$ cat src/rtl/dpms_pkg.sv
// ============================================================================
// dpms_pkg
// Shared types and constants for the two-axis damped point mass stepper.
// ============================================================================
`default_nettype none

package dpms_pkg;

  // Default values for the top-level parameters.
  localparam int POS_BITS_DEF      = 10;
  localparam int VEL_FRAC_BITS_DEF = 16;

  // Fixed field widths.
  localparam int FORCE_W     = 7;
  localparam int CFG_W       = 10;
  localparam int CFG_IDX_W   = 2;
  localparam int VEL_W       = 32;
  localparam int LIM_W       = 2;
  localparam int IN_TDATA_W  = 16;
  localparam int OUT_TDATA_W = 32;

  // Acceleration gain applied to a force command.
  localparam int FORCE_GAIN = 25;

  // Window clamp offsets.
  localparam int X_HI_TEST_OFS = 3;
  localparam int X_HI_VAL_OFS  = 4;
  localparam int Y_HI_VAL_OFS  = 2;
  localparam int LOW_CLAMP_POS = 2;

  // Register indexes.
  localparam logic [CFG_IDX_W-1:0] REG_MAX_X   = 2'd0;
  localparam logic [CFG_IDX_W-1:0] REG_MAX_Y   = 2'd1;
  localparam logic [CFG_IDX_W-1:0] REG_START_X = 2'd2;
  localparam logic [CFG_IDX_W-1:0] REG_START_Y = 2'd3;

  // Register reset values.
  localparam logic [CFG_W-1:0] MAX_X_RST = 10'd80;
  localparam logic [CFG_W-1:0] MAX_Y_RST = 10'd24;
  localparam logic [CFG_W-1:0] START_RST = 10'd2;

  // Clamp codes.
  localparam logic [LIM_W-1:0] LIM_NONE = 2'd0;
  localparam logic [LIM_W-1:0] LIM_HIGH = 2'd1;
  localparam logic [LIM_W-1:0] LIM_LOW  = 2'd2;

  // Step enables from the sequencer to the lanes.
  typedef struct packed {
    logic mul_en;
    logic damp_en;
    logic vel_en;
    logic pmul_en;
    logic pos_en;
  } dpms_ctrl_t;

endpackage

`default_nettype wire

$ cat src/rtl/dpms_lane.sv
// ============================================================================
// dpms_lane
// One axis: velocity update with damping and saturation, then position
// update with rounding and window clamp.
// ============================================================================
`default_nettype none

module dpms_lane #(
  parameter int POS_BITS      = dpms_pkg::POS_BITS_DEF,
  parameter int VEL_FRAC_BITS = dpms_pkg::VEL_FRAC_BITS_DEF
) (
  input  wire                                  clk_i,
  input  wire                                  rst_ni,
  input  wire dpms_pkg::dpms_ctrl_t            ctrl_i,
  input  wire logic signed [dpms_pkg::FORCE_W-1:0] force_i,
  input  wire                                  load_i,
  input  wire [dpms_pkg::CFG_W-1:0]            load_val_i,
  input  wire logic signed [11:0]              hi_test_i,
  input  wire [dpms_pkg::CFG_W-1:0]            hi_val_i,
  output logic [dpms_pkg::CFG_W-1:0]           pos_o,
  output logic [dpms_pkg::LIM_W-1:0]           lim_o,
  output logic                                 sat_o
);

  localparam int F     = VEL_FRAC_BITS;
  localparam int TQ    = ((1 << F) + 5) / 10;
  localparam int DQ    = ((1 << F) + 50) / 100;
  localparam int CW    = F + 1;
  localparam int KW    = F + 6;
  localparam int ACC_W = dpms_pkg::FORCE_W + KW;
  localparam int DP_W  = dpms_pkg::VEL_W + CW;
  localparam int PP_W  = dpms_pkg::VEL_W + CW;
  localparam int DQ_W  = DP_W - F;
  localparam int PQ_W  = PP_W - 2 * F;
  localparam int NV_W  = 40;
  localparam int SUM_W = PQ_W + POS_BITS + 2;

  localparam logic signed [CW-1:0]   TQC   = CW'(TQ);
  localparam logic signed [CW-1:0]   DQC   = CW'(DQ);
  localparam logic signed [KW-1:0]   KGAIN = KW'(dpms_pkg::FORCE_GAIN * TQ);
  localparam logic signed [NV_W-1:0] VMAX  = {{(NV_W-31){1'b0}}, {31{1'b1}}};
  localparam logic signed [NV_W-1:0] VMIN  = {{(NV_W-31){1'b1}}, {31{1'b0}}};
  localparam logic signed [SUM_W-1:0] PMAX =
    {{(SUM_W-POS_BITS){1'b0}}, {POS_BITS{1'b1}}};

  logic signed [ACC_W-1:0]         acc_q;
  logic signed [DP_W-1:0]          dprod_q;
  logic signed [NV_W-1:0]          damp_q;
  logic signed [dpms_pkg::VEL_W-1:0] vel_q;
  logic                            sat_q;
  logic signed [PP_W-1:0]          pprod_q;
  logic [POS_BITS-1:0]             pos_q;

  // Damping rounding.
  logic signed [DQ_W-1:0] dmp_quo;
  logic [F-1:0]           dmp_rem;
  logic                   dmp_inc;
  logic signed [NV_W-1:0] damp_d;

  // Velocity update.
  logic signed [NV_W-1:0]            nv;
  logic signed [dpms_pkg::VEL_W-1:0] vel_d;
  logic                              sat_d;

  // Position update.
  logic signed [PQ_W-1:0]  pos_quo;
  logic [2*F-1:0]          pos_rem;
  logic signed [SUM_W-1:0] psum;
  logic                    pos_inc;
  logic signed [SUM_W-1:0] pround;
  logic signed [SUM_W-1:0] pclamp;
  logic [dpms_pkg::LIM_W-1:0] lim_d;
  logic signed [SUM_W-1:0] pfinal;
  logic [POS_BITS-1:0]     pos_d;
  logic signed [SUM_W-1:0] load_ext;
  logic [POS_BITS-1:0]     load_pos;
  logic signed [SUM_W-1:0] pos_ext;

  always_comb begin
    dmp_quo = dprod_q[DP_W-1:F];
    dmp_rem = dprod_q[F-1:0];
    // Half away from zero: ties move up when the floor is non-negative.
    if (dmp_quo[DQ_W-1]) begin
      dmp_inc = dmp_rem[F-1] && (|dmp_rem[F-2:0]);
    end else begin
      dmp_inc = dmp_rem[F-1];
    end
    damp_d = NV_W'(dmp_quo) + NV_W'($signed({1'b0, dmp_inc}));
  end

  always_comb begin
    nv = NV_W'(vel_q) + NV_W'(acc_q) - damp_q;
    sat_d = 1'b0;
    if (nv > VMAX) begin
      vel_d = VMAX[dpms_pkg::VEL_W-1:0];
      sat_d = 1'b1;
    end else if (nv < VMIN) begin
      vel_d = VMIN[dpms_pkg::VEL_W-1:0];
      sat_d = 1'b1;
    end else begin
      vel_d = nv[dpms_pkg::VEL_W-1:0];
    end
  end

  always_comb begin
    pos_quo = pprod_q[PP_W-1:2*F];
    pos_rem = pprod_q[2*F-1:0];
    psum    = SUM_W'($signed({1'b0, pos_q})) + SUM_W'(pos_quo);
    if (psum[SUM_W-1]) begin
      pos_inc = pos_rem[2*F-1] && (|pos_rem[2*F-2:0]);
    end else begin
      pos_inc = pos_rem[2*F-1];
    end
    pround = psum + SUM_W'($signed({1'b0, pos_inc}));
    if (pround >= SUM_W'(hi_test_i)) begin
      pclamp = SUM_W'($signed({1'b0, hi_val_i}));
      lim_d  = dpms_pkg::LIM_HIGH;
    end else if (pround <= SUM_W'(1)) begin
      pclamp = SUM_W'(dpms_pkg::LOW_CLAMP_POS);
      lim_d  = dpms_pkg::LIM_LOW;
    end else begin
      pclamp = pround;
      lim_d  = dpms_pkg::LIM_NONE;
    end
    pfinal = (pclamp > PMAX) ? PMAX : pclamp;
    pos_d  = pfinal[POS_BITS-1:0];

    load_ext = SUM_W'($signed({1'b0, load_val_i}));
    load_pos = (load_ext > PMAX) ? PMAX[POS_BITS-1:0] : load_ext[POS_BITS-1:0];
  end

  always_ff @(posedge clk_i) begin
    if (ctrl_i.mul_en) begin
      acc_q   <= ACC_W'(force_i) * ACC_W'(KGAIN);
      dprod_q <= DP_W'(vel_q) * DP_W'(DQC);
    end
    if (ctrl_i.damp_en) begin
      damp_q <= damp_d;
    end
    if (ctrl_i.pmul_en) begin
      pprod_q <= PP_W'(vel_q) * PP_W'(TQC);
    end
  end

  always_ff @(posedge clk_i or negedge rst_ni) begin
    if (!rst_ni) begin
      vel_q <= '0;
      sat_q <= 1'b0;
      pos_q <= POS_BITS'(dpms_pkg::START_RST);
    end else begin
      if (ctrl_i.vel_en) begin
        vel_q <= vel_d;
        sat_q <= sat_d;
      end
      if (load_i) begin
        pos_q <= load_pos;
      end else if (ctrl_i.pos_en) begin
        pos_q <= pos_d;
      end
    end
  end

  always_comb begin
    pos_ext = SUM_W'($signed({1'b0, pos_d}));
    pos_o   = pos_ext[dpms_pkg::CFG_W-1:0];
    lim_o   = lim_d;
    sat_o   = sat_q;
  end

endmodule

`default_nettype wire

$ cat src/rtl/dpms_seq.sv
// ============================================================================
// dpms_seq
// Step sequencer: walks one accepted item through the lane steps.
// ============================================================================
`default_nettype none

module dpms_seq (
  input  wire                  clk_i,
  input  wire                  rst_ni,
  input  wire                  in_valid_i,
  input  wire                  out_free_i,
  output logic                 in_ready_o,
  output dpms_pkg::dpms_ctrl_t ctrl_o
);

  localparam logic [2:0] ST_IDLE = 3'd0;
  localparam logic [2:0] ST_DAMP = 3'd1;
  localparam logic [2:0] ST_VEL  = 3'd2;
  localparam logic [2:0] ST_PMUL = 3'd3;
  localparam logic [2:0] ST_POS  = 3'd4;

  logic [2:0] state_q, state_d;

  always_comb begin
    ctrl_o  = '0;
    state_d = state_q;
    case (state_q)
      ST_IDLE: begin
        ctrl_o.mul_en = in_valid_i;
        if (in_valid_i) begin
          state_d = ST_DAMP;
        end
      end
      ST_DAMP: begin
        ctrl_o.damp_en = 1'b1;
        state_d        = ST_VEL;
      end
      ST_VEL: begin
        ctrl_o.vel_en = 1'b1;
        state_d       = ST_PMUL;
      end
      ST_PMUL: begin
        ctrl_o.pmul_en = 1'b1;
        state_d        = ST_POS;
      end
      ST_POS: begin
        // Hold here while the previous result still sits in the output register.
        ctrl_o.pos_en = out_free_i;
        if (out_free_i) begin
          state_d = ST_IDLE;
        end
      end
      default: begin
        state_d = ST_IDLE;
      end
    endcase
  end

  assign in_ready_o = (state_q == ST_IDLE);

  always_ff @(posedge clk_i or negedge rst_ni) begin
    if (!rst_ni) begin
      state_q <= ST_IDLE;
    end else begin
      state_q <= state_d;
    end
  end

endmodule

`default_nettype wire

$ cat src/rtl/damped_point_mass_step_2d.sv
// ============================================================================
// damped_point_mass_step_2d
// Two-axis point mass advanced by one Euler tick per input transfer.
// ============================================================================
//
//  Channel   Dir  Handshake          Payload
//  s_axis    in   tvalid / tready    tdata: force_x, force_y
//  m_axis    out  tvalid / tready    tdata: pos_x, pos_y, limit_x, limit_y, vel_sat
//  cfg       in   cfg_we_i           cfg_idx_i, cfg_data_i (max_x, max_y, start_x, start_y)
//
// The accepting edge forms the force and damping products; the sequencer
// then steps through the damping round, the velocity add with saturation,
// the position product and the rounded, clamped position, which is
// registered into the output. The step sequencer handles one item at a
// time, so a new item is taken only once the previous one has left the
// final step. Reset clears both velocities, loads the register defaults
// and sets both positions to the start value. A stalled output holds only
// the final position step; the next item is still accepted while a result waits.
//
`default_nettype none

module damped_point_mass_step_2d #(
  parameter int POS_BITS      = dpms_pkg::POS_BITS_DEF,
  parameter int VEL_FRAC_BITS = dpms_pkg::VEL_FRAC_BITS_DEF
) (
  input  wire                                clk_i,
  input  wire                                rst_ni,
  // [6:0] force_x, [13:7] force_y, [15:14] zero
  input  wire [dpms_pkg::IN_TDATA_W-1:0]     s_axis_tdata_i,
  input  wire                                s_axis_tvalid_i,
  output logic                               s_axis_tready_o,
  // [9:0] pos_x, [19:10] pos_y, [21:20] limit_x, [23:22] limit_y,
  // [24] vel_sat, [31:25] zero
  output logic [dpms_pkg::OUT_TDATA_W-1:0]   m_axis_tdata_o,
  output logic                               m_axis_tvalid_o,
  input  wire                                m_axis_tready_i,
  input  wire                                cfg_we_i,
  input  wire [dpms_pkg::CFG_IDX_W-1:0]      cfg_idx_i,
  input  wire [dpms_pkg::CFG_W-1:0]          cfg_data_i
);

  // Configuration registers.
  logic [dpms_pkg::CFG_W-1:0] max_x_q, max_y_q, start_x_q, start_y_q;

  // Clamp bounds derived from the window registers.
  logic signed [11:0]         hi_test_x, hi_test_y;
  logic [dpms_pkg::CFG_W-1:0] hi_val_x, hi_val_y;

  logic                 ready;
  logic                 out_free;
  dpms_pkg::dpms_ctrl_t ctrl;

  logic [dpms_pkg::CFG_W-1:0] pos_x, pos_y;
  logic [dpms_pkg::LIM_W-1:0] lim_x, lim_y;
  logic                       sat_x, sat_y;

  logic                                out_valid_q;
  logic [dpms_pkg::OUT_TDATA_W-1:0]    out_data_q;

  logic load_x, load_y;

  always_ff @(posedge clk_i or negedge rst_ni) begin
    if (!rst_ni) begin
      max_x_q   <= dpms_pkg::MAX_X_RST;
      max_y_q   <= dpms_pkg::MAX_Y_RST;
      start_x_q <= dpms_pkg::START_RST;
      start_y_q <= dpms_pkg::START_RST;
    end else if (cfg_we_i) begin
      case (cfg_idx_i)
        dpms_pkg::REG_MAX_X:   max_x_q   <= cfg_data_i;
        dpms_pkg::REG_MAX_Y:   max_y_q   <= cfg_data_i;
        dpms_pkg::REG_START_X: start_x_q <= cfg_data_i;
        dpms_pkg::REG_START_Y: start_y_q <= cfg_data_i;
        default: begin
        end
      endcase
    end
  end

  // A start write also loads the lane's stored position.
  assign load_x = cfg_we_i && (cfg_idx_i == dpms_pkg::REG_START_X);
  assign load_y = cfg_we_i && (cfg_idx_i == dpms_pkg::REG_START_Y);

  // On x the high test is max_x-3 and the clamp value max_x-4; on y they are
  // max_y and max_y-2. A clamp value that would go negative becomes zero.
  always_comb begin
    hi_test_x = $signed({2'b00, max_x_q}) - 12'(dpms_pkg::X_HI_TEST_OFS);
    hi_test_y = $signed({2'b00, max_y_q});
    hi_val_x  = (max_x_q < dpms_pkg::CFG_W'(dpms_pkg::X_HI_VAL_OFS)) ? '0 :
                max_x_q - dpms_pkg::CFG_W'(dpms_pkg::X_HI_VAL_OFS);
    hi_val_y  = (max_y_q < dpms_pkg::CFG_W'(dpms_pkg::Y_HI_VAL_OFS)) ? '0 :
                max_y_q - dpms_pkg::CFG_W'(dpms_pkg::Y_HI_VAL_OFS);
  end

  // The final step may fire only when the output register can take it.
  assign out_free = !out_valid_q || m_axis_tready_i;

  dpms_seq u_seq (
    .clk_i      (clk_i),
    .rst_ni     (rst_ni),
    .in_valid_i (s_axis_tvalid_i),
    .out_free_i (out_free),
    .in_ready_o (ready),
    .ctrl_o     (ctrl)
  );

  dpms_lane #(
    .POS_BITS      (POS_BITS),
    .VEL_FRAC_BITS (VEL_FRAC_BITS)
  ) u_lane_x (
    .clk_i      (clk_i),
    .rst_ni     (rst_ni),
    .ctrl_i     (ctrl),
    .force_i    ($signed(s_axis_tdata_i[6:0])),
    .load_i     (load_x),
    .load_val_i (cfg_data_i),
    .hi_test_i  (hi_test_x),
    .hi_val_i   (hi_val_x),
    .pos_o      (pos_x),
    .lim_o      (lim_x),
    .sat_o      (sat_x)
  );

  dpms_lane #(
    .POS_BITS      (POS_BITS),
    .VEL_FRAC_BITS (VEL_FRAC_BITS)
  ) u_lane_y (
    .clk_i      (clk_i),
    .rst_ni     (rst_ni),
    .ctrl_i     (ctrl),
    .force_i    ($signed(s_axis_tdata_i[13:7])),
    .load_i     (load_y),
    .load_val_i (cfg_data_i),
    .hi_test_i  (hi_test_y),
    .hi_val_i   (hi_val_y),
    .pos_o      (pos_y),
    .lim_o      (lim_y),
    .sat_o      (sat_y)
  );

  // Merge the two lanes into one result word; saturation on either axis
  // raises vel_sat.
  always_ff @(posedge clk_i) begin
    if (ctrl.pos_en) begin
      out_data_q <= {7'd0, sat_x | sat_y, lim_y, lim_x, pos_y, pos_x};
    end
  end

  always_ff @(posedge clk_i or negedge rst_ni) begin
    if (!rst_ni) begin
      out_valid_q <= 1'b0;
    end else if (ctrl.pos_en) begin
      out_valid_q <= 1'b1;
    end else if (m_axis_tready_i) begin
      out_valid_q <= 1'b0;
    end
  end

  assign s_axis_tready_o = ready;
  assign m_axis_tvalid_o = out_valid_q;
  assign m_axis_tdata_o  = out_data_q;

  // Unused padding bits of the input word.
  logic unused_in;
  assign unused_in = ^s_axis_tdata_i[15:14];

endmodule

`default_nettype wire

$ cat config.mk
export PLATFORM = sky130hd
export DESIGN_NAME = damped_point_mass_step_2d
export DESIGN_NICKNAME = d
export VERILOG_FILES = /design/src/rtl/dpms_pkg.sv /design/src/rtl/dpms_lane.sv /design/src/rtl/dpms_seq.sv /design/src/rtl/damped_point_mass_step_2d.sv
export SDC_FILE = /design/constraint.sdc
export NUM_CORES = 2
export LEC_CHECK = 0
export ABC_CLOCK_PERIOD_IN_PS = 7000
export BUFFER_PORTS_ARGS = -buffer_cell sky130_fd_sc_hd__buf_2
export CAP_MARGIN = 0
export CELL_PAD_IN_SITES_DETAIL_PLACEMENT = 1
export CELL_PAD_IN_SITES_GLOBAL_PLACEMENT = 1
export CORE_UTILIZATION = 40
export DETAILED_ROUTE_END_ITERATION = 8
export GPL_TIMING_DRIVEN = 0
export PLACE_DENSITY_LB_ADDON = 0.1
export SYNTH_ARGS = -nofsm -noshare
export SYNTH_HDL_FRONTEND = slang
export SYNTH_SLANG_ARGS = --single-unit
$ cat constraint.sdc
create_clock -name clk_i -period 7 [get_ports clk_i]
set_input_delay 1.05 -clock clk_i [delete_from_list [all_inputs] [get_ports clk_i]]
set_output_delay 1.05 -clock clk_i [all_outputs]
set_load 0.02 [all_outputs]
==> run summary <==
Area contributors post-synth: fa_1, ha_1, edfxtp_1, inv_1, dfrtp_1
remaining antenna violation count after routing: 0
multi-input logic area: 36,730 sq um
sequential fraction of the synthesis area: 23.23%
max-slew violations: 0
Final Wtd Congestion: 0.8293
Die W: 361.1 um
DRC violations left: 0
run status: complete, no violations
clock sinks: 417
total inserted antenna cells: 0
Area Overhead vs Synth: 9.651%
Setup Crit Path Kind: flop to flop
Die Y: 361.1 um
async set or reset register ratio after synthesis: 26.38%
Initial Utilization: 40.39%
clk buf depth: 3
setup tns final: 0 ns
vias in the first global route: 39,620
vias per cell: 5.379
Sequential cell area: 12,000 sq um
DR WL/cell: 20.30 um
synthesized area: 51,570 sq um
synthesis warning total: 0
clock root cell: clkbuf_16
Mean Syn Cell Area: 10.19 sq um
CTS tree: built
filler instances: 14,130
max cap viols: 0
Post-synth EDFFs: 307
fmax: 146.8 MHz
largest net degree at the start of global routing: 77
iteration count of the initial detailed-routing pass: 7
CP arrival: 7.33 ns
total CTS buffers: 56
ys flop type: edfxtp_1
Synth cell types: 104
clock slew at reported path FFs: 0.07 ns
largest area contributor in the netlist: fa_1
Core ar.: 127,700 sq um
# setup viols final: 0
skew final: 0.04398 ns
commonest non-fill, non-tap cell in the layout: inv_1
cells after synthesis: 5,062
HPWL after DPL: 115,800 um
First DRT Iteration DRCs: 1,829
Rel. slew slack: 22.22%
first-pass GRT wire length: 224,900 um
die area: 130,400 sq um
Clk Latency, worst-skew pair: 0.69 ns
share of post-route cells with drive strength above 1: 6.400%
Synth top area share: 21.08%
detailed-route via count: 37,180
Port Buffers: 57
worst hold path type: input pin to asynchronous set/reset pin
crit path launch type: flop
commonest cells after routing, fill and taps aside: inv_1, ha_1, fa_1
# rows: 131
CP required: 7.52 ns
Period minus WS final: 6.810 ns
Hold-fix buffers, CTS: 0
initial antenna violation count: 4
worst-path fanout max: 10
GR Overflow Total: 0
final wirelength: 140,300 um
Synth Register Bits: 417
Final nets: 6,538
Fin Hold WS: 0.2797 ns
Ports: 67
CTS H-tree lvls: 2
Tightest Pin Transition: 1.167 ns
final worst-path cycle share: 97.29%
Worst Setup End Kind: flop
GRT Util Overall: 21.87%
unrepaired setup endpoints after global routing: true
Fin. Hold Viols: 0
[synthesized netlist by cell type (all sizes together), types with 104 or more instances]
library cell and n:
ha 759, nand2 257, a21o 137, edfxtp 307, fa 543, dfrtp 104
xnor2 291, o21ai 177, a21oi 289, inv 769, nor2 227, xor2 129
[area by class of cell]
| type | instances | area share (%) |
|---|---|---|
| multi-input combinational | 3802 | 64.96 |
| inverter | 772 | 5.129 |
| buffer | 75 | 0.5797 |
| tap | 1662 | 3.677 |
| clock buffer | 69 | 2.768 |
| sequential | 417 | 21.22 |
| timing repair buffer | 79 | 0.9758 |
| clock inverter | 36 | 0.6881 |
[metrics by stage]
step                      cell area, sq um  setup slack [ns]  cells  utilization [%]
after floorplan                      51590            0.4675   5068                -
after global placement               53960            -1.448   6787            42.26
after detailed placement             54150           -0.8105   6797            42.41
after CTS                            56200         0.0001181   6904            44.01
after global routing                 56550           -0.2002   6912            44.29
final                                56550            0.1897   6912            44.29
[final timing paths]
kind,from,to,slack (ns),cells after the start
setup / recovery,u_lane_y.vel_q[1],u_lane_y.vel_q[26],0.19,25
hold / removal,rst_ni,max_y_q[9],0.28,1
setup reg to reg,u_lane_y.vel_q[1],u_lane_y.vel_q[26],0.19,25
hold reg to reg,max_y_q[5],max_y_q[5],0.56,1
max in group asynchronous,rst_ni,u_lane_x.vel_q[1],5.78,2
min in group clk_i,max_y_q[5],max_y_q[5],0.56,1
[cells by family after synthesis]
family | count (synthesis) | share of synthesized area (%)
AO/OA/AOI/OAI | 1064 | 13.81
XOR/XNOR | 420 | 7.148
multiplexers | 30 | 0.6405
AND/OR/NAND/NOR | 979 | 9.428
flip-flops | 417 | 23.23
adder cells (fa/ha/maj) | 1302 | 39.49
other | 1 | 0.007272
buffers and inverters | 849 | 6.240
[critical path: stages (launching register included)]
cell and delay, ns:
dfrtp_2 0.56, ha_1 0.30, fa_1 0.40, a21oi_1 0.29, o211a_1 0.29, or2_2 0.15
nand2_1 0.06, nand3_1 0.11, nand2_1 0.07, a21oi_1 0.25, nor2b_1 0.07, o21ai_0 0.13
a21boi_0 0.14, ha_1 0.37, a21o_1 0.19, a21o_1 0.20, a221oi_1 0.42, nand2_1 0.16
a211oi_2 0.36, o31ai_1 0.24, a31o_2 0.33, o21ai_0 0.32, o41ai_4 0.21, clkbuf_2 0.30
a2111oi_1 0.64, a21oi_1 0.08
[flip-flops by register name, summed over array words and instances, names as in the netlist]
register / cells
u_lane_y.dprod_q: 43
m_axis_tdata_o: 25
m_axis_tvalid_o: 1
u_lane_x.pos_q: 10
u_lane_y.vel_q: 32
u_lane_y.sat_o: 1
u_seq.state_q: 3
u_lane_x.vel_q: 32
u_lane_x.dprod_q: 43
max_y_q: 10
u_lane_y.acc_q: 25
u_lane_x.sat_o: 1
u_lane_x.acc_q: 25
u_lane_y.damp_q: 28
u_lane_y.pos_q: 10
u_lane_y.pprod_q: 45
max_x_q: 10
u_lane_x.pprod_q: 45
u_lane_x.damp_q: 28
[routing by layer]
metal | track usage (%) | routed length [um]
met1 | 32.97 | 72200
met2 | 33.82 | 61570
met3 | 1.961 | 3766
met4 | 4.848 | 2797
met5 | 0 | 0
[repair_timing]
| item | in CTS | in global routing |
|---|---|---|
| gates resized for setup | 23 | 111 |
| setup endpoints to repair | 72 | 93 |
| endpoints found under the hold margin | 0 | 0 |
| pin swaps | 4 | 10 |
| buffers inserted | 4 | 8 |
Power is not shown: default switching activity piles up to over one toggle a cycle in this logic, so the estimate is an artifact.
